--- src/rtl/irpwe_pkg.sv ---
`default_nettype none
// ----------------------------------------------------------------------------
// irpwe_pkg
// Shared types and constants of the IR pulse-width packet encoder.
// ----------------------------------------------------------------------------
package irpwe_pkg;

	localparam int PAYLOAD_W  = 24;
	localparam int TICKS_W    = 16;
	localparam int LONG_BITS  = 24;
	localparam int SHORT_BITS = 14;
	localparam int MAX_BITS   = (LONG_BITS > SHORT_BITS) ? LONG_BITS : SHORT_BITS;
	localparam int CNT_W      = $clog2(MAX_BITS + 1);
	localparam int QDEPTH     = 2;
	localparam int QPTR_W     = $clog2(QDEPTH);
	localparam int QCNT_W     = $clog2(QDEPTH + 1);
	localparam int CFG_IDX_W  = 3;

	typedef enum logic [CFG_IDX_W-1:0] {
		REG_HEADER = 3'd0,
		REG_ONE    = 3'd1,
		REG_ZERO   = 3'd2,
		REG_GAP    = 3'd3
	} reg_idx_t;

	localparam logic [TICKS_W-1:0] HEADER_RST = 16'd134;
	localparam logic [TICKS_W-1:0] ONE_RST    = 16'd67;
	localparam logic [TICKS_W-1:0] ZERO_RST   = 16'd34;
	localparam logic [TICKS_W-1:0] GAP_RST    = 16'd34;

	typedef struct packed {
		logic [TICKS_W-1:0] header_ticks;
		logic [TICKS_W-1:0] one_ticks;
		logic [TICKS_W-1:0] zero_ticks;
		logic [TICKS_W-1:0] gap_ticks;
	} timing_t;

	typedef struct packed {
		logic [PAYLOAD_W-1:0] payload;
		logic [CNT_W-1:0]     nbits;
	} cmd_t;

	typedef struct packed {
		logic full;
		logic empty;
	} q_status_t;

endpackage
`default_nettype wire

--- src/rtl/irpwe_front.sv ---
`default_nettype none
// ----------------------------------------------------------------------------
// irpwe_front
// Accepts packets, resolves the bit count and hands commands to the queue.
// ----------------------------------------------------------------------------
module irpwe_front (
	input  wire                            clk,
	input  wire                            arst_n,
	input  wire                            s_axis_tvalid,
	output logic                           s_axis_tready,
	input  wire [irpwe_pkg::PAYLOAD_W-1:0] s_axis_tdata,
	input  wire                            s_axis_tuser,
	input  irpwe_pkg::q_status_t           q_status,
	output logic                           q_push,
	output irpwe_pkg::cmd_t                q_cmd
);
	import irpwe_pkg::*;

	logic valid_s1;
	cmd_t cmd_s1;

	assign q_push        = valid_s1 && !q_status.full;
	assign q_cmd         = cmd_s1;
	assign s_axis_tready = !valid_s1 || !q_status.full;

	always_ff @(posedge clk or negedge arst_n) begin
		if (!arst_n) begin
			valid_s1 <= 1'b0;
		end else if (s_axis_tready) begin
			valid_s1 <= s_axis_tvalid;
		end
	end

	always_ff @(posedge clk) begin
		if (s_axis_tready && s_axis_tvalid) begin
			cmd_s1.payload <= s_axis_tdata;
			cmd_s1.nbits   <= s_axis_tuser ? CNT_W'(LONG_BITS) : CNT_W'(SHORT_BITS);
		end
	end

endmodule
`default_nettype wire

--- src/rtl/irpwe_cmd_fifo.sv ---
`default_nettype none
// ----------------------------------------------------------------------------
// irpwe_cmd_fifo
// Short command queue between the front and the segment sequencer.
// ----------------------------------------------------------------------------
module irpwe_cmd_fifo (
	input  wire                  clk,
	input  wire                  arst_n,
	input  wire                  push,
	input  irpwe_pkg::cmd_t      push_cmd,
	input  wire                  pop,
	output irpwe_pkg::cmd_t      head,
	output irpwe_pkg::q_status_t status
);
	import irpwe_pkg::*;

	cmd_t              mem_q [QDEPTH];
	logic [QPTR_W-1:0] wr_ptr_q;
	logic [QPTR_W-1:0] rd_ptr_q;
	logic [QCNT_W-1:0] count_q;

	assign status.full  = (count_q == QCNT_W'(QDEPTH));
	assign status.empty = (count_q == '0);
	assign head         = mem_q[rd_ptr_q];

	function automatic logic [QPTR_W-1:0] ptr_inc(input logic [QPTR_W-1:0] p);
		return (p == QPTR_W'(QDEPTH - 1)) ? '0 : p + QPTR_W'(1);
	endfunction

	always_ff @(posedge clk or negedge arst_n) begin
		if (!arst_n) begin
			wr_ptr_q <= '0;
			rd_ptr_q <= '0;
			count_q  <= '0;
		end else begin
			if (push) wr_ptr_q <= ptr_inc(wr_ptr_q);
			if (pop)  rd_ptr_q <= ptr_inc(rd_ptr_q);
			if (push && !pop)      count_q <= count_q + QCNT_W'(1);
			else if (pop && !push) count_q <= count_q - QCNT_W'(1);
		end
	end

	always_ff @(posedge clk) begin
		if (push) mem_q[wr_ptr_q] <= push_cmd;
	end

endmodule
`default_nettype wire

--- src/rtl/irpwe_back.sv ---
`default_nettype none
// ----------------------------------------------------------------------------
// irpwe_back
// Segment sequencer: walks one command into gap, header and bit segments.
// ----------------------------------------------------------------------------
module irpwe_back (
	input  wire                          clk,
	input  wire                          arst_n,
	input  irpwe_pkg::timing_t           timing,
	input  irpwe_pkg::cmd_t              head,
	input  irpwe_pkg::q_status_t         q_status,
	output logic                         pop,
	output logic                         m_axis_tvalid,
	input  wire                          m_axis_tready,
	output logic [irpwe_pkg::TICKS_W-1:0] m_axis_tdata,
	output logic                         m_axis_tuser,
	output logic                         m_axis_tlast
);
	import irpwe_pkg::*;

	typedef enum logic [2:0] {
		ST_IDLE,
		ST_HEADER,
		ST_HDR_GAP,
		ST_MARK,
		ST_BIT_GAP
	} state_t;

	state_t               state_q;
	logic [PAYLOAD_W-1:0] shreg_q;
	logic [CNT_W-1:0]     cnt_q;
	logic                 advance;

	assign advance = !m_axis_tvalid || m_axis_tready;
	assign pop     = advance && (state_q == ST_IDLE) && !q_status.empty;

	always_ff @(posedge clk or negedge arst_n) begin
		if (!arst_n) begin
			state_q       <= ST_IDLE;
			shreg_q       <= '0;
			cnt_q         <= '0;
			m_axis_tvalid <= 1'b0;
			m_axis_tdata  <= '0;
			m_axis_tuser  <= 1'b0;
			m_axis_tlast  <= 1'b0;
		end else if (advance) begin
			unique case (state_q)
				ST_IDLE: begin
					m_axis_tvalid <= !q_status.empty;
					m_axis_tlast  <= 1'b0;
					m_axis_tuser  <= 1'b0;
					m_axis_tdata  <= timing.gap_ticks;
					shreg_q       <= head.payload;
					cnt_q         <= head.nbits;
					if (!q_status.empty) state_q <= ST_HEADER;
				end
				ST_HEADER: begin
					m_axis_tvalid <= 1'b1;
					m_axis_tlast  <= 1'b0;
					m_axis_tuser  <= 1'b1;
					m_axis_tdata  <= timing.header_ticks;
					state_q       <= ST_HDR_GAP;
				end
				ST_HDR_GAP: begin
					m_axis_tvalid <= 1'b1;
					m_axis_tlast  <= 1'b0;
					m_axis_tuser  <= 1'b0;
					m_axis_tdata  <= timing.gap_ticks;
					state_q       <= ST_MARK;
				end
				ST_MARK: begin
					m_axis_tvalid <= 1'b1;
					m_axis_tlast  <= 1'b0;
					m_axis_tuser  <= 1'b1;
					m_axis_tdata  <= shreg_q[PAYLOAD_W-1] ? timing.one_ticks
					                                      : timing.zero_ticks;
					shreg_q       <= shreg_q << 1;
					state_q       <= ST_BIT_GAP;
				end
				ST_BIT_GAP: begin
					m_axis_tvalid <= 1'b1;
					m_axis_tuser  <= 1'b0;
					m_axis_tdata  <= timing.gap_ticks;
					m_axis_tlast  <= (cnt_q == CNT_W'(1));
					cnt_q         <= cnt_q - CNT_W'(1);
					state_q       <= (cnt_q == CNT_W'(1)) ? ST_IDLE : ST_MARK;
				end
				default: begin
					state_q       <= ST_IDLE;
					m_axis_tvalid <= 1'b0;
					m_axis_tlast  <= 1'b0;
				end
			endcase
		end
	end

endmodule
`default_nettype wire

--- src/rtl/ir_pulse_width_packet_encoder.sv ---
`default_nettype none
// ----------------------------------------------------------------------------
// ir_pulse_width_packet_encoder
// Turns IR packets into runs of timed line segments (pulse-width coding).
// ----------------------------------------------------------------------------
// Each packet (tdata = 24-bit payload, tuser = long packet) becomes a lead
// gap, a header mark, a gap, then per bit (MSB first) a mark of one or zero
// length and a gap; the final gap carries tlast. Output tuser is the line
// level, tdata the duration in ticks. The segment sequencer emits one
// segment per cycle while m_axis_tready does not stall it, with no bubble
// between packets; a two-entry command queue lets the input side take
// further packets meanwhile. Timing registers are written through the cfg
// port (index 0 header, 1 one, 2 zero, 3 gap; other indexes are ignored)
// and must only change while the block is idle.
// ----------------------------------------------------------------------------
module ir_pulse_width_packet_encoder (
	input  wire                              clk,
	input  wire                              arst_n,
	input  wire                              s_axis_tvalid,
	output logic                             s_axis_tready,
	input  wire [irpwe_pkg::PAYLOAD_W-1:0]   s_axis_tdata,  // [23:0] payload
	input  wire                              s_axis_tuser,  // [0] long_packet
	output logic                             m_axis_tvalid,
	input  wire                              m_axis_tready,
	output logic [irpwe_pkg::TICKS_W-1:0]    m_axis_tdata,  // [15:0] duration
	output logic                             m_axis_tuser,  // [0] level
	output logic                             m_axis_tlast,
	input  wire                              cfg_valid,
	output logic                             cfg_ready,
	input  wire [irpwe_pkg::CFG_IDX_W-1:0]   cfg_index,
	input  wire [irpwe_pkg::TICKS_W-1:0]     cfg_data
);
	import irpwe_pkg::*;

	timing_t   timing_q;
	q_status_t q_status;
	cmd_t      push_cmd;
	cmd_t      head;
	logic      q_push;
	logic      q_pop;

	assign cfg_ready = 1'b1;

	always_ff @(posedge clk or negedge arst_n) begin
		if (!arst_n) begin
			timing_q.header_ticks <= HEADER_RST;
			timing_q.one_ticks    <= ONE_RST;
			timing_q.zero_ticks   <= ZERO_RST;
			timing_q.gap_ticks    <= GAP_RST;
		end else if (cfg_valid && cfg_ready) begin
			unique case (cfg_index)
				REG_HEADER: timing_q.header_ticks <= cfg_data;
				REG_ONE:    timing_q.one_ticks    <= cfg_data;
				REG_ZERO:   timing_q.zero_ticks   <= cfg_data;
				REG_GAP:    timing_q.gap_ticks    <= cfg_data;
				default:    ;
			endcase
		end
	end

	irpwe_front u_front (
		.clk           (clk),
		.arst_n        (arst_n),
		.s_axis_tvalid (s_axis_tvalid),
		.s_axis_tready (s_axis_tready),
		.s_axis_tdata  (s_axis_tdata),
		.s_axis_tuser  (s_axis_tuser),
		.q_status      (q_status),
		.q_push        (q_push),
		.q_cmd         (push_cmd)
	);

	irpwe_cmd_fifo u_fifo (
		.clk      (clk),
		.arst_n   (arst_n),
		.push     (q_push),
		.push_cmd (push_cmd),
		.pop      (q_pop),
		.head     (head),
		.status   (q_status)
	);

	irpwe_back u_back (
		.clk           (clk),
		.arst_n        (arst_n),
		.timing        (timing_q),
		.head          (head),
		.q_status      (q_status),
		.pop           (q_pop),
		.m_axis_tvalid (m_axis_tvalid),
		.m_axis_tready (m_axis_tready),
		.m_axis_tdata  (m_axis_tdata),
		.m_axis_tuser  (m_axis_tuser),
		.m_axis_tlast  (m_axis_tlast)
	);

	a_no_push_full: assert property (@(posedge clk) disable iff (!arst_n)
		!(q_push && q_status.full && !q_pop))
		else $error("command pushed into full queue");

	a_no_pop_empty: assert property (@(posedge clk) disable iff (!arst_n)
		!(q_pop && q_status.empty))
		else $error("command popped from empty queue");

	a_last_is_gap: assert property (@(posedge clk) disable iff (!arst_n)
		(m_axis_tvalid && m_axis_tlast) |-> !m_axis_tuser)
		else $error("final segment is not a gap");

	a_pop_starts_segment: assert property (@(posedge clk) disable iff (!arst_n)
		q_pop |=> (m_axis_tvalid && !m_axis_tuser && !m_axis_tlast))
		else $error("packet start did not emit lead gap");

endmodule
`default_nettype wire

--- config.mk ---
export PLATFORM = sky130hd
export DESIGN_NAME = ir_pulse_width_packet_encoder
export DESIGN_NICKNAME = d
export VERILOG_FILES = /design/src/rtl/irpwe_pkg.sv /design/src/rtl/irpwe_front.sv /design/src/rtl/irpwe_cmd_fifo.sv /design/src/rtl/irpwe_back.sv /design/src/rtl/ir_pulse_width_packet_encoder.sv
export SDC_FILE = /design/constraint.sdc
export NUM_CORES = 1
export LEC_CHECK = 0
export BUFFER_PORTS_ARGS = -buffer_cell sky130_fd_sc_hd__buf_2
export CORE_MARGIN = 1.5
export CORE_UTILIZATION = 30
export DETAILED_ROUTE_END_ITERATION = 8
export PLACE_DENSITY = 0.57
export SYNTH_ARGS = -nofsm -noshare
export SYNTH_HDL_FRONTEND = slang
export SYNTH_SLANG_ARGS = --single-unit
--- constraint.sdc ---
create_clock -name clk -period 3.85 [get_ports clk]
set_clock_uncertainty 0.05 [all_clocks]
set_input_delay 0.5775 -clock clk [delete_from_list [all_inputs] [get_ports clk]]
set_output_delay 0.5775 -clock clk [all_outputs]
set_load 0.03 [all_outputs]
# [Word-level counts from Yosys, hierarchy flattened]
# Memory sizes are Yosys's and may differ from the RTL's.
# Cells that the tools add are included.
[op_classes] n_addsub=5 eq_ne=10 n_mux=17 n_reduce_logical=34
[op_table] operator="16-bit case mux with 3 select lines" count=1
[op_table] operator="24-bit case mux with 2 select lines" count=1
[op_table] operator="2-bit AND reduction" count=9
[op_table] operator="16-bit 2-to-1 mux" count=1
[op_table] operator="3-bit case mux with 5 select lines" count=1
[op_table] operator="3-bit by 2-bit == test with 1-bit output, second input constant" count=4
[op_table] operator="5-bit case mux with 2 select lines" count=1
[op_table] operator="2-bit nonzero test" count=4
[op_table] operator="3-bit by 1-bit == test with 1-bit output, second input constant" count=2
[op_table] operator="1-bit logical AND" count=6
[op_table] operator="1-bit zero test" count=6
[op_table] operator="3-bit zero test" count=2
[op_table] operator="2-bit 2-to-1 mux" count=3
[op_table] operator="5-bit by 1-bit == test with 1-bit output, second input constant" count=1
[op_table] operator="1-bit 2-to-1 mux" count=5
[op_table] operator="5-bit 2-to-1 mux" count=1
[op_table] operator="5-bit by 1-bit subtractor with 5-bit output, second input constant" count=1
[op_table] operator="1-bit case mux with 2 select lines" count=2
[op_table] operator="4-bit OR reduction" count=1
[op_table] operator="3-bit == test, second input constant" count=1
[op_table] operator="3-bit 2-to-1 mux" count=1
[op_table] operator="3-bit nonzero test" count=1
[op_table] operator="3-bit OR reduction" count=1
[op_table] operator="1-bit adder, second input constant" count=2
[op_table] operator="7 further kinds" count=8
[totals] register_bits=149 mem_bits_rw=58 inputBits=49 out_inout_bits=21 elab_cells=84 memories=1
[mem_list] name="u_fifo.mem_q" depth=2 width=29 rd=1 rd_clocked_by_memory_dff=0 write_ports=1 line="irpwe_cmd_fifo.sv:17" rtl="cmd_t mem_q [QDEPTH];"

# [Longest topological paths before layout]
# Gate-level depths: netlist of the first run.
[depth] word_depth=7 depth_mapped=8 mapped_depth_nobuf=7

# [Hierarchy]
# A second synthesis of the first run with hierarchy kept.
[hier_totals] hier_cells=621 hier_area_um2=8688.3
[modules_own_cells] module="irpwe_back" instances=1 cells_each=338 area_each_um2=2955.3 seq_area_each_um2=1276.2
[modules_own_cells] module="ir_pulse_width_packet_encoder" instances=1 cells_each=140 area_each_um2=2471.1 seq_area_each_um2=1614.0
[modules_own_cells] module="irpwe_cmd_fifo" instances=1 cells_each=106 area_each_um2=2397.3 seq_area_each_um2=1841.8
[modules_own_cells] module="irpwe_front" instances=1 cells_each=37 area_each_um2=864.6 seq_area_each_um2=805.8

# [Worst setup path after synthesis of the first run]
# OpenSTA, ideal clock, no wires.
[synth_path] path_type="reg2reg" startpoint="register u_fifo.count_q[0]" endpoint="memory u_fifo.mem_q[0][10] (netlist name), enable pin" setup_ps=409 arrival_ps=1744 required_ps=3391 slack_ps=1647 stages_incl_launch_ff=4 n_path_buf=0 period_less_slack_ps=2203 cell_sequence="dfrtp_1 nand2b_1 nand2_1 nor2_1"
[synth_between] elab_chain_len=5
[synth_rtl] element="from (decl)" line="irpwe_cmd_fifo.sv:20" rtl="logic [QCNT_W-1:0] count_q;"
[synth_rtl] element="from (signal assigned)" line="irpwe_cmd_fifo.sv:38" rtl="if (push && !pop) count_q <= count_q + QCNT_W'(1);"
[synth_rtl] element="from (signal assigned)" line="irpwe_cmd_fifo.sv:39" rtl="else if (pop && !push) count_q <= count_q - QCNT_W'(1);"
[synth_rtl] element="2-bit == test" line="irpwe_cmd_fifo.sv:22" rtl="assign status.full = (count_q == QCNT_W'(QDEPTH));"
[synth_rtl] element="1-bit zero test" line="irpwe_front.sv:22" rtl="assign q_push = valid_s1 && !q_status.full;"
[synth_rtl] element="1-bit logical AND" line="irpwe_front.sv:22"
[synth_rtl] element="1-bit 2-to-1 mux" line="irpwe_cmd_fifo.sv:44" rtl="if (push) mem_q[wr_ptr_q] <= push_cmd;"
[synth_rtl] element="1-bit 2-to-1 mux (not written as such)" line="irpwe_cmd_fifo.sv:44"
[synth_rtl] element="to (decl)" line="irpwe_cmd_fifo.sv:17"
# Every way passes these cells.

# [Worst setup path in the final report of the first run]
[layout_path] startpoint="register u_back.state_q[1]" endpoint="register u_back.shreg_q[2]"
[layout_between] elab_chain_len=3 elab_cells_between_ends=5 classes_between="1 x eq/ne; 1 x mux; 3 x reduce/logical"
[layout_rtl] element="from (decl)" line="irpwe_back.sv:29" rtl="state_t state_q;"
[layout_rtl] element="from (signal assigned)" line="irpwe_back.sv:86" rtl="state_q <= (cnt_q == CNT_W'(1)) ? ST_IDLE : ST_MARK;"
[layout_rtl] element="3-bit by 2-bit == test with 1-bit output or 3-bit zero test (tied branches)" line="irpwe_back.sv:47" rtl="unique case (state_q)"
[layout_rtl] element="2-bit nonzero test (no line)"
[layout_rtl] element="2-bit AND reduction (no line)"
[layout_rtl] element="to (signal assigned)" line="irpwe_back.sv:53" rtl="shreg_q <= head.payload;"
[layout_rtl] element="to (signal assigned)" line="irpwe_back.sv:77" rtl="shreg_q <= shreg_q << 1;"
[layout_rtl] element="to (decl)" line="irpwe_back.sv:30" rtl="logic [PAYLOAD_W-1:0] shreg_q;"
# Several ways; a longest one is shown, not always the timed one.
# A chain may end at the register's enable or synchronous reset.

==> results.txt, run 1 <==
----------------------------------------------------
[GRT]
  Wire length of the first global-routing pass ... 25,650 um
  Antenna violations before repair ... 0
  Total global routing track utilization ... 0.1179
  Vias in the first global route ... 4,705
  Largest net degree at the start of global routing ... 66
  Remaining Overflow, GRT ... 0

[Clocking]
  CTS tree ... done
  Max H-tree Level ... 4
  Insertion delay to the later sink of the worst-skew pair ... 0.44 ns
  Clock transition time at the flip-flop clock pins of the worst setup and hold paths ... 0.07 ns
  Clock Root Buffer ... clkbuf_16
  Post-CTS Resized ... 0
  Number of CTS-inserted buffers ... 17
  Clock Sinks ... 198
  Number of buffers on the longest clock path ... 2
  Postcts setup bufs ... 0
  # hold bufs at CTS ... 0

[Floorplanning]
  Area of the placeable core ... 0.02695 mm2
  Standard-cell row count ... 60
  Starting utilization of the core area ... 0.3061
  I/O pins ... 70
  Die span in x ... 168.8 um
  Die Span Y ... 168.8 um
  Floorplan die area ... 0.02850 mm2

[Placement]
  Final HPWL from detailed placement ... 9818 um
  Final weighted congestion in routability-driven placement ... 0.7383
  Quantity of I/O buffers inserted on ports ... 68

[Timing]
  Final worst path period need ... 2.530 ns
  Unrepaired setup endpoints after global routing ... no
  Transition time at the pin with the least slew margin ... 1.077 ns
  Post-Route Setup TNS ... 0 ns
  Count of final max-slew check failures ... 0
  Worst Hold Margin ... 0.1398 ns
  Fin. Hold Viols ... 0
  Worst-case headroom to the max-slew limit ... 0.2803
  Maximum frequency from static timing analysis ... 395.3 MHz
  Final count of negative-setup-slack endpoints ... 0
  Final worst-path cycle share ... 0.6570

[Worst setup path]
  Worst path max stage delay ... 1.04 ns
  Minimum setup slack among reg-to-reg paths ... 1.32 ns
  Kind of end point of the critical path ... flip-flop
  Critical path class ... flip-flop to flip-flop
  Worst Path Required ... 4.15 ns
  CP Max Fanout ... 47
  Top delay family on crit path ... flip-flops
  Reg2Reg Capture Point ... u_back.shreg_q[2]$_DFFE_PN0P_
  Capture point of the critical path ... u_back.shreg_q[2]$_DFFE_PN0P_
  Most frequent cell on the critical path ... o21ai_0
  Data arrival, critical path ... 2.83 ns
  Crit path max-delay cell type ... dfrtp_1
  Reg2Reg Depth ... 5
  WP buf/inv ... 1
  Critical Path Source Type ... flip-flop
  Ordered cell list for the critical path ... nand3b_2 > buf_4 > nand2_1 > o21ai_0 > o21ai_0
  Launching point of the worst reg2reg path ... u_back.state_q[1]$_DFFE_PN0P_
  Critical path startpoint ... u_back.state_q[1]$_DFFE_PN0P_
  Count of cell instances traversed by the critical path ... 5

[Routing]
  Average wire per standard cell ... 15.69 um
  Vias post-DR ... 4,689
  Number of DRC violations after detailed routing ... 0
  First-pass iteration count of the detailed router ... 5
  Post-route antenna net violation count ... 0
  Number of DRC markers after the initial detailed-route iteration ... 308
  Detailed-route vias per instance ... 4.647
  WL final ... 15,830 um

[Finish]
  Fraction of layout instances using a drive strength above 1 ... 0.3249
  Antenna Cells ... 0
  Layout Nets ... 707
  Layout overhead on the synthesized area ... 14.88%

[Pwr]
  Net Switching ... 2.535 mW
  Leakage power total ... 3.838 nW
  Design Power ... 7.384 mW
  Register share of total power ... 0.462
  Pwr Density ... 779.2 mW/mm2
  VDD IR max ... 337.5 uV
  Internal power contribution ... 4.849 mW
  Net Sw Frac ... 0.3433
  Power share of the combinational group ... 0.299
  Clock group share of total power ... 0.239

[Outcome]
  Outcome ... finished, final reports clean

[Synthesis]
  Yosys reg bits ... 198
  Biggest area consumer among synthesized cells ... dfrtp_1
  Proportion of synthesized chip area in sequential cells ... 0.6495
  Synth Area per Inst ... 13.82 um2
  Primary FF master, synth ... dfrtp_1
  Netlist cell types ... 50
  Post-synthesis cell count ... 597
  Cell area after synthesis ... 0.008249 mm2
  Yosys Warn Count ... 0
  Post-synthesis async set-or-reset flop share ... 0.6061
  Cell types with the largest area share after synthesis ... dfrtp_1, edfxtp_1, mux2_2
  Net count after synthesis ... 649
  EDFF count, synth ... 78
  Synth top area share ... 0.3337

[Min path]
  Path category of the worst min-delay check ... input port to asynchronous set/reset pin

[Flow run]
  Max-cap violations ... 0

----------------------------------------------------
-- worst reg2reg max path: stages (launching register included) --
cell and delay, ns:
dfrtp_1 1.04, nand3b_2 0.56, buf_4 0.44, nand2_1 0.11, o21ai_0 0.07, o21ai_0 0.19
-- per-layer routing --
layer  part of all wire  global-route usage  vias up
met4             0.0068             0.05008        0
met3              0.031             0.02385        7
met1               0.49              0.1568     2304
met5                  0                   0        -
met2               0.47              0.1877       76
li1                   -                   -     2302
-- registers in the layout, summed over array words and instances (netlist names), 2 cells and up --
signal               count
timing_q                64
u_back.cnt_q             5
u_back.m_axis_tdata     16
u_back.shreg_q          24
u_back.state_q           3
u_fifo.count_q           2
u_fifo.mem_q            52
u_front.q_cmd           26
-- synthesized netlist by cell type (all sizes together), types with 2 or more instances --
cell type    n
o21ai       57
and3         2
o31ai       16
edfxtp      78
mux2        94
nand4        3
o22ai       31
nor4b        2
clkbuf      10
a221o        2
nor2         8
nor2b        2
a21oi        2
buf         28
nand2       74
xnor2        3
dfstp       10
xor2         2
nand3b       2
ha           3
mux2i       26
nand2b       5
inv          6
nor3         5
dfrtp      110
-- cells by family after synthesis --
logic type,count (synthesis),synth area share
flip-flops,198,0.6495
adder cells (fa/ha/maj),3,0.004551
other,1,0.0004546
buffers and inverters,44,0.03049
XOR/XNOR,5,0.005310
AND/OR/NAND/NOR,111,0.06628
AO/OA/AOI/OAI,115,0.08358
multiplexers,120,0.1599
-- cell usage in the layout, fill, tap and decap left out, types with 3 or more instances in the layout --
| cell type | instances |
|---|---|
| buf_2 | 67 |
| buf_4 | 9 |
| clkbuf_16 | 17 |
| clkinv_2 | 3 |
| clkinvlp_4 | 3 |
| dfrtp_1 | 110 |
| dfstp_2 | 10 |
| edfxtp_1 | 78 |
| ha_1 | 3 |
| inv_1 | 6 |
| mux2_2 | 92 |
| mux2i_1 | 26 |
| nand2_1 | 74 |
| nand2b_1 | 5 |
| nand4_1 | 3 |
| nor2_1 | 6 |
| nor3_1 | 4 |
| o21ai_0 | 47 |
| o21ai_1 | 10 |
| o22ai_1 | 31 |
| o31ai_1 | 16 |
| xnor2_1 | 3 |
-- power groups by stage --
stage | clock network [mW] | logic [mW] | registers (mW)
after floorplan | 0 | 1.77 | 3.34
after global placement | 0 | 2.19 | 3.45
after detailed placement | 0 | 2.24 | 3.46
after CTS | 1.81 | 2.25 | 3.42
after global routing | 1.89 | 2.48 | 3.51
final | 1.76 | 2.21 | 3.41
-- per-stage QoR --
| stage | worst slack [ns] | instance area, um2 | utilization | std cells |
|---|---|---|---|---|
| final | 1.320 | 9477 | 0.3516 | 1009 |
| after global routing | 1.025 | 9477 | 0.3516 | 1009 |
| after floorplan | 1.647 | 8249 | - | 597 |
| after detailed placement | 1.330 | 8892 | 0.3299 | 977 |
| after CTS | 1.333 | 9477 | 0.3516 | 1009 |
| after global placement | 1.394 | 8892 | 0.3299 | 977 |
-- how the worst min path moves through the flow --
stage | cells past startpoint | from | end | slack (ns)
5_1_grt | 1 | arst_n | timing_q[34]$_DFFE_PN0P_ | 0.20
3_5_place_dp | 0 | u_front.q_cmd[8]$_DFFE_PP_ | u_fifo.mem_q[0][8]$_DFFE_PP_ | 0.38
6_report | 1 | arst_n | timing_q[18]$_DFFE_PN0P_ | 0.14
3_3_place_gp | 0 | u_front.q_cmd[17]$_DFFE_PP_ | u_fifo.mem_q[0][17]$_DFFE_PP_ | 0.37
4_1_cts | 1 | arst_n | timing_q[18]$_DFFE_PN0P_ | 0.17
2_1_floorplan | 0 | arst_n | timing_q[0]$_DFFE_PN0P_ | 0.23
-- final cells by class --
| cell class | instances | area, um2 |
|---|---|---|
| Tap cell | 341 | 426.7 |
| Clock buffer | 21 | 460.4 |
| Timing Repair Buffer | 77 | 422.9 |
| Fill cell | 2610 | 17470 |
| Sequential cell | 198 | 5358 |
| Clock inverter | 11 | 123.9 |
| Inverter | 6 | 22.52 |
| Multi-Input combinational cell | 355 | 2663 |
(Power assumes the default switching activity.)
==> run 2: changes to the inputs <==
- PLACE_DENSITY: 0.57 -> 0.58
- clock period: 3.85 -> 2 ns (I/O delays scaled with it)
==> results.txt, run 2 (synthesis gave the netlist of run 1 again) <==
----------------------------------------------------
[Outcome]
  Outcome ... finished, final reports clean

[GRT]
  Total global routing track utilization ... 0.1196 (+0.001616)
  Antenna violations before repair ... 0 (unchanged)
  Vias in the first global route ... 5,033 (+7.0%)
  Wire length of the first global-routing pass ... 26,520 um (+3.4%)
  Largest net degree at the start of global routing ... 49 (-26%)
  Remaining Overflow, GRT ... 0 (unchanged)

[Pwr]
  Register share of total power ... 0.430 (-0.032)
  Power share of the combinational group ... 0.335 (+0.036)
  Net Sw Frac ... 0.3558 (+0.01246)
  Leakage power total ... 4.070 nW (+6.0%)
  Internal power contribution ... 9.350 mW (+93%)
  Pwr Density ... 1459 mW/mm2 (+87%)
  Clock group share of total power ... 0.235 (-0.004)
  VDD IR max ... 706.8 uV (+110%)
  Net Switching ... 5.164 mW (+100%)

[Routing]
  Number of DRC markers after the initial detailed-route iteration ... 282 (-8.4%)
  Post-route antenna net violation count ... 0 (unchanged)
  Detailed-route vias per instance ... 4.664 (+0.36%)
  Vias post-DR ... 4,916 (+4.8%)
  First-pass iteration count of the detailed router ... 8 (+3)
  Number of DRC violations after detailed routing ... 0 (unchanged)
  Average wire per standard cell ... 15.33 um (-2.3%)
  WL final ... 16,150 um (+2.1%)

[Placement]
  Final HPWL from detailed placement ... 9957 um (+1.4%)
  Final weighted congestion in routability-driven placement ... 0.7836 (+6.1%)
  Quantity of I/O buffers inserted on ports ... 68 (unchanged)
  Setup slack at placement ... 0.2263 ns (-1.104 ns)

[Worst setup path]
  Critical Path Source Type ... flip-flop
  Most frequent cell on the critical path ... xor2_1
  Kind of end point of the critical path ... flip-flop
  Ordered cell list for the critical path ... nor2_4 > nand2_1 > or3_1 > ha_1 > xor2_1 > nor2_1 > xor2_1
  Count of cell instances traversed by the critical path ... 7 (+2)
  Data arrival, critical path ... 2.08 ns (-0.75 ns)
  Top delay family on crit path ... simple AND/OR/NAND/NOR gates
  CP Max Fanout ... 5 (-89%)
  Worst Path Required ... 2.30 ns (-1.85 ns)
  Worst path max stage delay ... 0.44 ns (-0.60 ns)
  Reg2Reg Depth ... 7 (+2)
  Crit path max-delay cell type ... dfrtp_1
  Critical path class ... flip-flop to flip-flop
  WP buf/inv ... 0 (-1)

[Timing]
  Fin. Hold Viols ... 0 (unchanged)
  Count of final max-slew check failures ... 0 (unchanged)
  Final count of negative-setup-slack endpoints ... 0 (unchanged)
  Final worst-path cycle share ... 0.8891 (+0.2321)
  Unrepaired setup endpoints after global routing ... no
  Post-Route Setup TNS ... 0 ns (unchanged)
  Final worst path period need ... 1.778 ns (-0.7514 ns)
  Final WS setup ... 0.2218 ns (-1.099 ns)
  Maximum frequency from static timing analysis ... 562.4 MHz (+42%)
  Worst-case headroom to the max-slew limit ... 0.6648 (+0.3844)
  Transition time at the pin with the least slew margin ... 0.5029 ns (-0.5740 ns)

[Clocking]
  Insertion delay to the later sink of the worst-skew pair ... 0.43 ns (about the same)
  CTS tree ... done
  Number of CTS-inserted buffers ... 17 (unchanged)
  Number of buffers on the longest clock path ... 2 (unchanged)
  Max H-tree Level ... 4 (unchanged)
  Clock transition time at the flip-flop clock pins of the worst setup and hold paths ... 0.08 ns (about the same)
  Clock Sinks ... 198 (unchanged)
  Clock Root Buffer ... clkbuf_16

[Floorplanning]
  Area of the placeable core ... 0.02695 mm2 (unchanged)
  Floorplan die area ... 0.02850 mm2 (unchanged)
  Starting utilization of the core area ... 0.3061 (unchanged)
  Standard-cell row count ... 60 (unchanged)
  I/O pins ... 70 (unchanged)
  Die span in x ... 168.8 um (unchanged)
  Die Span Y ... 168.8 um (unchanged)

[Flow run]
  Max-cap violations ... 0 (unchanged)

[Finish]
  Max reg flops ... 64 (unchanged)
  Antenna Cells ... 0 (unchanged)
  Commonest non-fill, non-tap cells in the layout ... dfrtp_1, mux2_2, edfxtp_1, nand2_1, buf_2
  Most frequent standard cell in the layout excluding fill and tap cells ... dfrtp_1
  Fraction of layout instances using a drive strength above 1 ... 0.3324 (+0.007548)
  Layout overhead on the synthesized area ... 20.57%
  Largest reg by FF count ... timing_q
  Layout Nets ... 752 (+6.4%)
  Final-layout fill cell count ... 2,580 (-1.1%)

[Min path]
  Path category of the worst min-delay check ... input port to flip-flop
  Cells on Worst Hold Path ... 2

----------------------------------------------------
## run 2: cell types whose count changed in the layout (fill, tap and decap cells not counted), moves of 2 or more
cell and change:
inv_8 +5, bufinv_16 -2, clkinv_2 -2, buf_4 +14, clkinvlp_4 -3, buf_12 +4, dlygate4sd3_1 +27, clkinv_8 +4
clkbuf_1 -2, clkbuf_8 -2, clkinv_4 +2
## run 2: final cells by class
class / count / area [um2] / share of cell area
Timing Repair Buffer: 122 / 878.3 / 0.08831
Inverter: 6 / 22.52 / 0.002264
Tap cell: 341 / 426.7 / 0.04290
Clock inverter: 15 / 177.7 / 0.01786
Multi-Input combinational cell: 355 / 2658 / 0.2672
Sequential cell: 198 / 5358 / 0.5387
Clock buffer: 17 / 425.4 / 0.04277
## run 2: power groups by stage
stage | combinational, mW | clock, mW | sequential, mW
6_report | 4.86 | 3.42 | 6.24
5_1_grt | 5.43 | 3.67 | 6.39
4_1_cts | 4.95 | 3.51 | 6.24
3_5_place_dp | 4.89 | 0 | 6.32
3_3_place_gp | 4.83 | 0 | 6.28
2_1_floorplan | 3.41 | 0 | 6.44
## run 2: through the flow
stage / cell area (um2) / std cells / utilization / hold WS (ns) / power [mW]
2_1_floorplan: 8252 / 597 / - / -0.04559 / 9.844
3_3_place_gp: 9072 / 995 / 0.3366 / 0.2577 / 11.11
3_5_place_dp: 9072 / 995 / 0.3366 / 0.2569 / 11.20
4_1_cts: 9946 / 1054 / 0.3690 / 0.07062 / 14.71
5_1_grt: 9946 / 1054 / 0.3690 / 0.08507 / 15.50
6_report: 9946 / 1054 / 0.3690 / 0.09132 / 14.51
## run 2: final timing paths
check / start / endpoint / slack (ns)
setup / recovery: u_back.state_q[1]$_DFFE_PN0P_ / u_fifo.count_q[1]$_DFFE_PN0P_ / 0.22
hold / removal: cfg_data[8] / timing_q[40]$_DFFE_PN0P_ / 0.09
setup reg to reg: u_back.state_q[1]$_DFFE_PN0P_ / u_fifo.count_q[1]$_DFFE_PN0P_ / 0.22
hold reg to reg: u_front.q_cmd[21]$_DFFE_PP_ / u_fifo.mem_q[0][21]$_DFFE_PP_ / 0.40
max in group asynchronous: arst_n / timing_q[5]$_DFFE_PN1P_ / 0.90
min in group asynchronous: arst_n / timing_q[40]$_DFFE_PN0P_ / 0.34
## run 2: per-layer routing
metal	global-route usage	vias to the layer above	part of all wire
li1	-	2406	-
met1	0.1555	2422	0.49
met2	0.2007	76	0.48
met3	0.02338	12	0.022
met4	0.03843	0	0.0088
met5	0	-	0
## run 2: what timing repair did
action,in CTS,in global routing
resized for setup,0,0
setup buffers,0,0
hold buffers,27,0
hold endpoints to repair,55,0
==> run 3: changes to the inputs <==
- RECOVER_POWER: unset -> 50
==> results.txt, run 3 (synthesis gave the netlist of run 1 again) <==
----------------------------------------------------
[Timing]
  Post-Route Setup TNS ... 0 ns (unchanged)
  Transition time at the pin with the least slew margin ... 1.168 ns (+0.6655 ns)
  Count of final max-slew check failures ... 0 (unchanged)
  Worst-case headroom to the max-slew limit ... 0.2211 (-0.4437)
  Final count of negative-setup-slack endpoints ... 0 (unchanged)
  Maximum frequency from static timing analysis ... 562.4 MHz (about the same)
  Final worst-path cycle share ... 0.8891 (about the same)
  Worst Hold Margin ... 0.09156 ns (+0.0002407 ns)
  Fin. Hold Viols ... 0 (unchanged)
  Unrepaired setup endpoints after global routing ... no
  Final worst path period need ... 1.778 ns (-0.00005400 ns)

[Placement]
  Final HPWL from detailed placement ... 9957 um (unchanged)
  Final weighted congestion in routability-driven placement ... 0.7836 (unchanged)
  Quantity of I/O buffers inserted on ports ... 68 (unchanged)
  Area after detailed placement ... 0.009072 mm2 (unchanged)

[Floorplanning]
  Die Span Y ... 168.8 um (unchanged)
  Standard-cell row count ... 60 (unchanged)
  Floorplan die area ... 0.02850 mm2 (unchanged)
  Die span in x ... 168.8 um (unchanged)
  Area of the placeable core ... 0.02695 mm2 (unchanged)
  Starting utilization of the core area ... 0.3061 (unchanged)
  I/O pins ... 70 (unchanged)

[Routing]
  First-pass iteration count of the detailed router ... 8 (unchanged)
  Number of DRC violations after detailed routing ... 0 (unchanged)
  WL final ... 16,130 um (-0.15%)
  Average wire per standard cell ... 15.30 um (-0.15%)
  Vias post-DR ... 4,900 (-0.33%)
  Post-route antenna net violation count ... 0 (unchanged)
  Number of DRC markers after the initial detailed-route iteration ... 282 (unchanged)
  Detailed-route vias per instance ... 4.649 (-0.33%)

[Clocking]
  Clock Sinks ... 198 (unchanged)
  Postcts setup bufs ... 0 (unchanged)
  Insertion delay to the later sink of the worst-skew pair ... 0.43 ns (about the same)
  # hold bufs at CTS ... 27 (unchanged)
  Number of CTS-inserted buffers ... 17 (unchanged)
  Max H-tree Level ... 4 (unchanged)
  Clock transition time at the flip-flop clock pins of the worst setup and hold paths ... 0.08 ns (about the same)
  Clock Root Buffer ... clkbuf_16
  Number of buffers on the longest clock path ... 2 (unchanged)
  CTS tree ... done
  Post-CTS Resized ... 0 (unchanged)

[GRT]
  Remaining Overflow, GRT ... 0 (unchanged)
  Largest net degree at the start of global routing ... 49 (unchanged)
  Wire length of the first global-routing pass ... 26,520 um (unchanged)
  Total global routing track utilization ... 0.1196 (unchanged)
  Vias in the first global route ... 5,033 (unchanged)
  Antenna violations before repair ... 0 (unchanged)

[Worst setup path]
  WP buf/inv ... 0 (unchanged)
  Capture point of the critical path ... u_fifo.count_q[1]$_DFFE_PN0P_
  Reg2Reg Capture Point ... u_fifo.count_q[1]$_DFFE_PN0P_
  Critical path class ... flip-flop to flip-flop
  Launching point of the worst reg2reg path ... u_back.state_q[1]$_DFFE_PN0P_
  Crit path max-delay cell type ... dfrtp_1
  Most frequent cell on the critical path ... xor2_1
  Worst path max stage delay ... 0.44 ns (about the same)
  Reg2Reg Depth ... 7 (unchanged)
  Ordered cell list for the critical path ... nor2_4 > nand2_1 > or3_1 > ha_1 > xor2_1 > nor2_1 > xor2_1
  Worst Path Required ... 2.30 ns (about the same)
  Count of cell instances traversed by the critical path ... 7 (unchanged)
  Top delay family on crit path ... simple AND/OR/NAND/NOR gates
  Kind of end point of the critical path ... flip-flop
  CP Max Fanout ... 5 (unchanged)
  Data arrival, critical path ... 2.08 ns (about the same)
  Minimum setup slack among reg-to-reg paths ... 0.22 ns (about the same)
  Critical path startpoint ... u_back.state_q[1]$_DFFE_PN0P_
  Critical Path Source Type ... flip-flop

[Pwr]
  Pwr Density ... 1466 mW/mm2 (+0.47%)
  Leakage power total ... 4.043 nW (-0.65%)
  VDD IR max ... 706.3 uV (about the same)

[Finish]
  Antenna Cells ... 0 (unchanged)
  Layout Nets ... 752 (unchanged)
  Fraction of layout instances using a drive strength above 1 ... 0.3268 (-0.005610)
  Max reg flops ... 64 (unchanged)
  Most frequent standard cell in the layout excluding fill and tap cells ... dfrtp_1
  Commonest non-fill, non-tap cells in the layout ... dfrtp_1, mux2_2, edfxtp_1, nand2_1, buf_2
  Post-route standard cell area excluding fillers ... 0.009889 mm2 (-0.57%)
  Layout overhead on the synthesized area ... 19.88%
  Largest reg by FF count ... timing_q

[Flow run]
  Max-cap violations ... 0 (unchanged)

[Outcome]
  Outcome ... finished, final reports clean

[Min path]
  Path category of the worst min-delay check ... input port to flip-flop

----------------------------------------------------
[run 3: cell types whose count changed in the layout (fill, tap and decap cells not counted), sizes merged]
cell / change
clkbuf: +7
buf: -7
[run 3: power by group]
part / internal, mW / switching (mW)
Sequential: 5.61 / 0.632
Combinational: 2.03 / 2.81
Clock: 1.70 / 1.71
[run 3: worst min-delay path by stage]
stage | from | cells after the start | endpoint | slack, ns
2_1_floorplan | arst_n | 0 | timing_q[0]$_DFFE_PN0P_ | -0.05
3_3_place_gp | arst_n | 1 | timing_q[34]$_DFFE_PN0P_ | 0.26
3_5_place_dp | arst_n | 1 | timing_q[34]$_DFFE_PN0P_ | 0.26
4_1_cts | cfg_data[8] | 2 | timing_q[40]$_DFFE_PN0P_ | 0.07
5_1_grt | cfg_data[12] | 2 | timing_q[60]$_DFFE_PN0P_ | 0.09
6_report | cfg_data[8] | 2 | timing_q[40]$_DFFE_PN0P_ | 0.09
[run 3: area by class of cell]
type | count | area, um2
multi-input cells | 355 | 2643
repair buffers | 122 | 837.1
fillers | 2593 | 17060
clock inverters | 15 | 177.7
well taps | 341 | 426.7
clock buffers | 17 | 425.4
inverters | 6 | 22.52
flip-flops and latches | 198 | 5358
[run 3: metrics by stage]
| stage | utilization | setup WS (ns) | cells | total power [mW] |
|---|---|---|---|---|
| global placement | 0.3366 | 0.2811 | 995 | 11.11 |
| floorplan | - | 0.08772 | 597 | 9.844 |
| detailed placement | 0.3366 | 0.2263 | 995 | 11.20 |
| CTS | 0.3690 | 0.2046 | 1054 | 14.71 |
| finish | 0.3669 | 0.2219 | 1054 | 14.50 |
| global route | 0.3669 | 0.09300 | 1054 | 15.49 |
[run 3: routing by layer]
metal | vias up | wire (um) | global-route usage
li1 | 2403 | - | -
met1 | 2403 | 7816 | 0.1555
met2 | 82 | 7818 | 0.2007
met3 | 12 | 372 | 0.02338
met4 | 0 | 121 | 0.03843
met5 | - | 0 | 0
[run 3: worst reg2reg max path: cells and delay by family, from the launching register on]
kind	cells	cell delay [ns]
DFF	1	0.44
xor gates and xnor gates	2	0.30
adders and majority gates	1	0.21
and+or+nand+nor	4	0.71
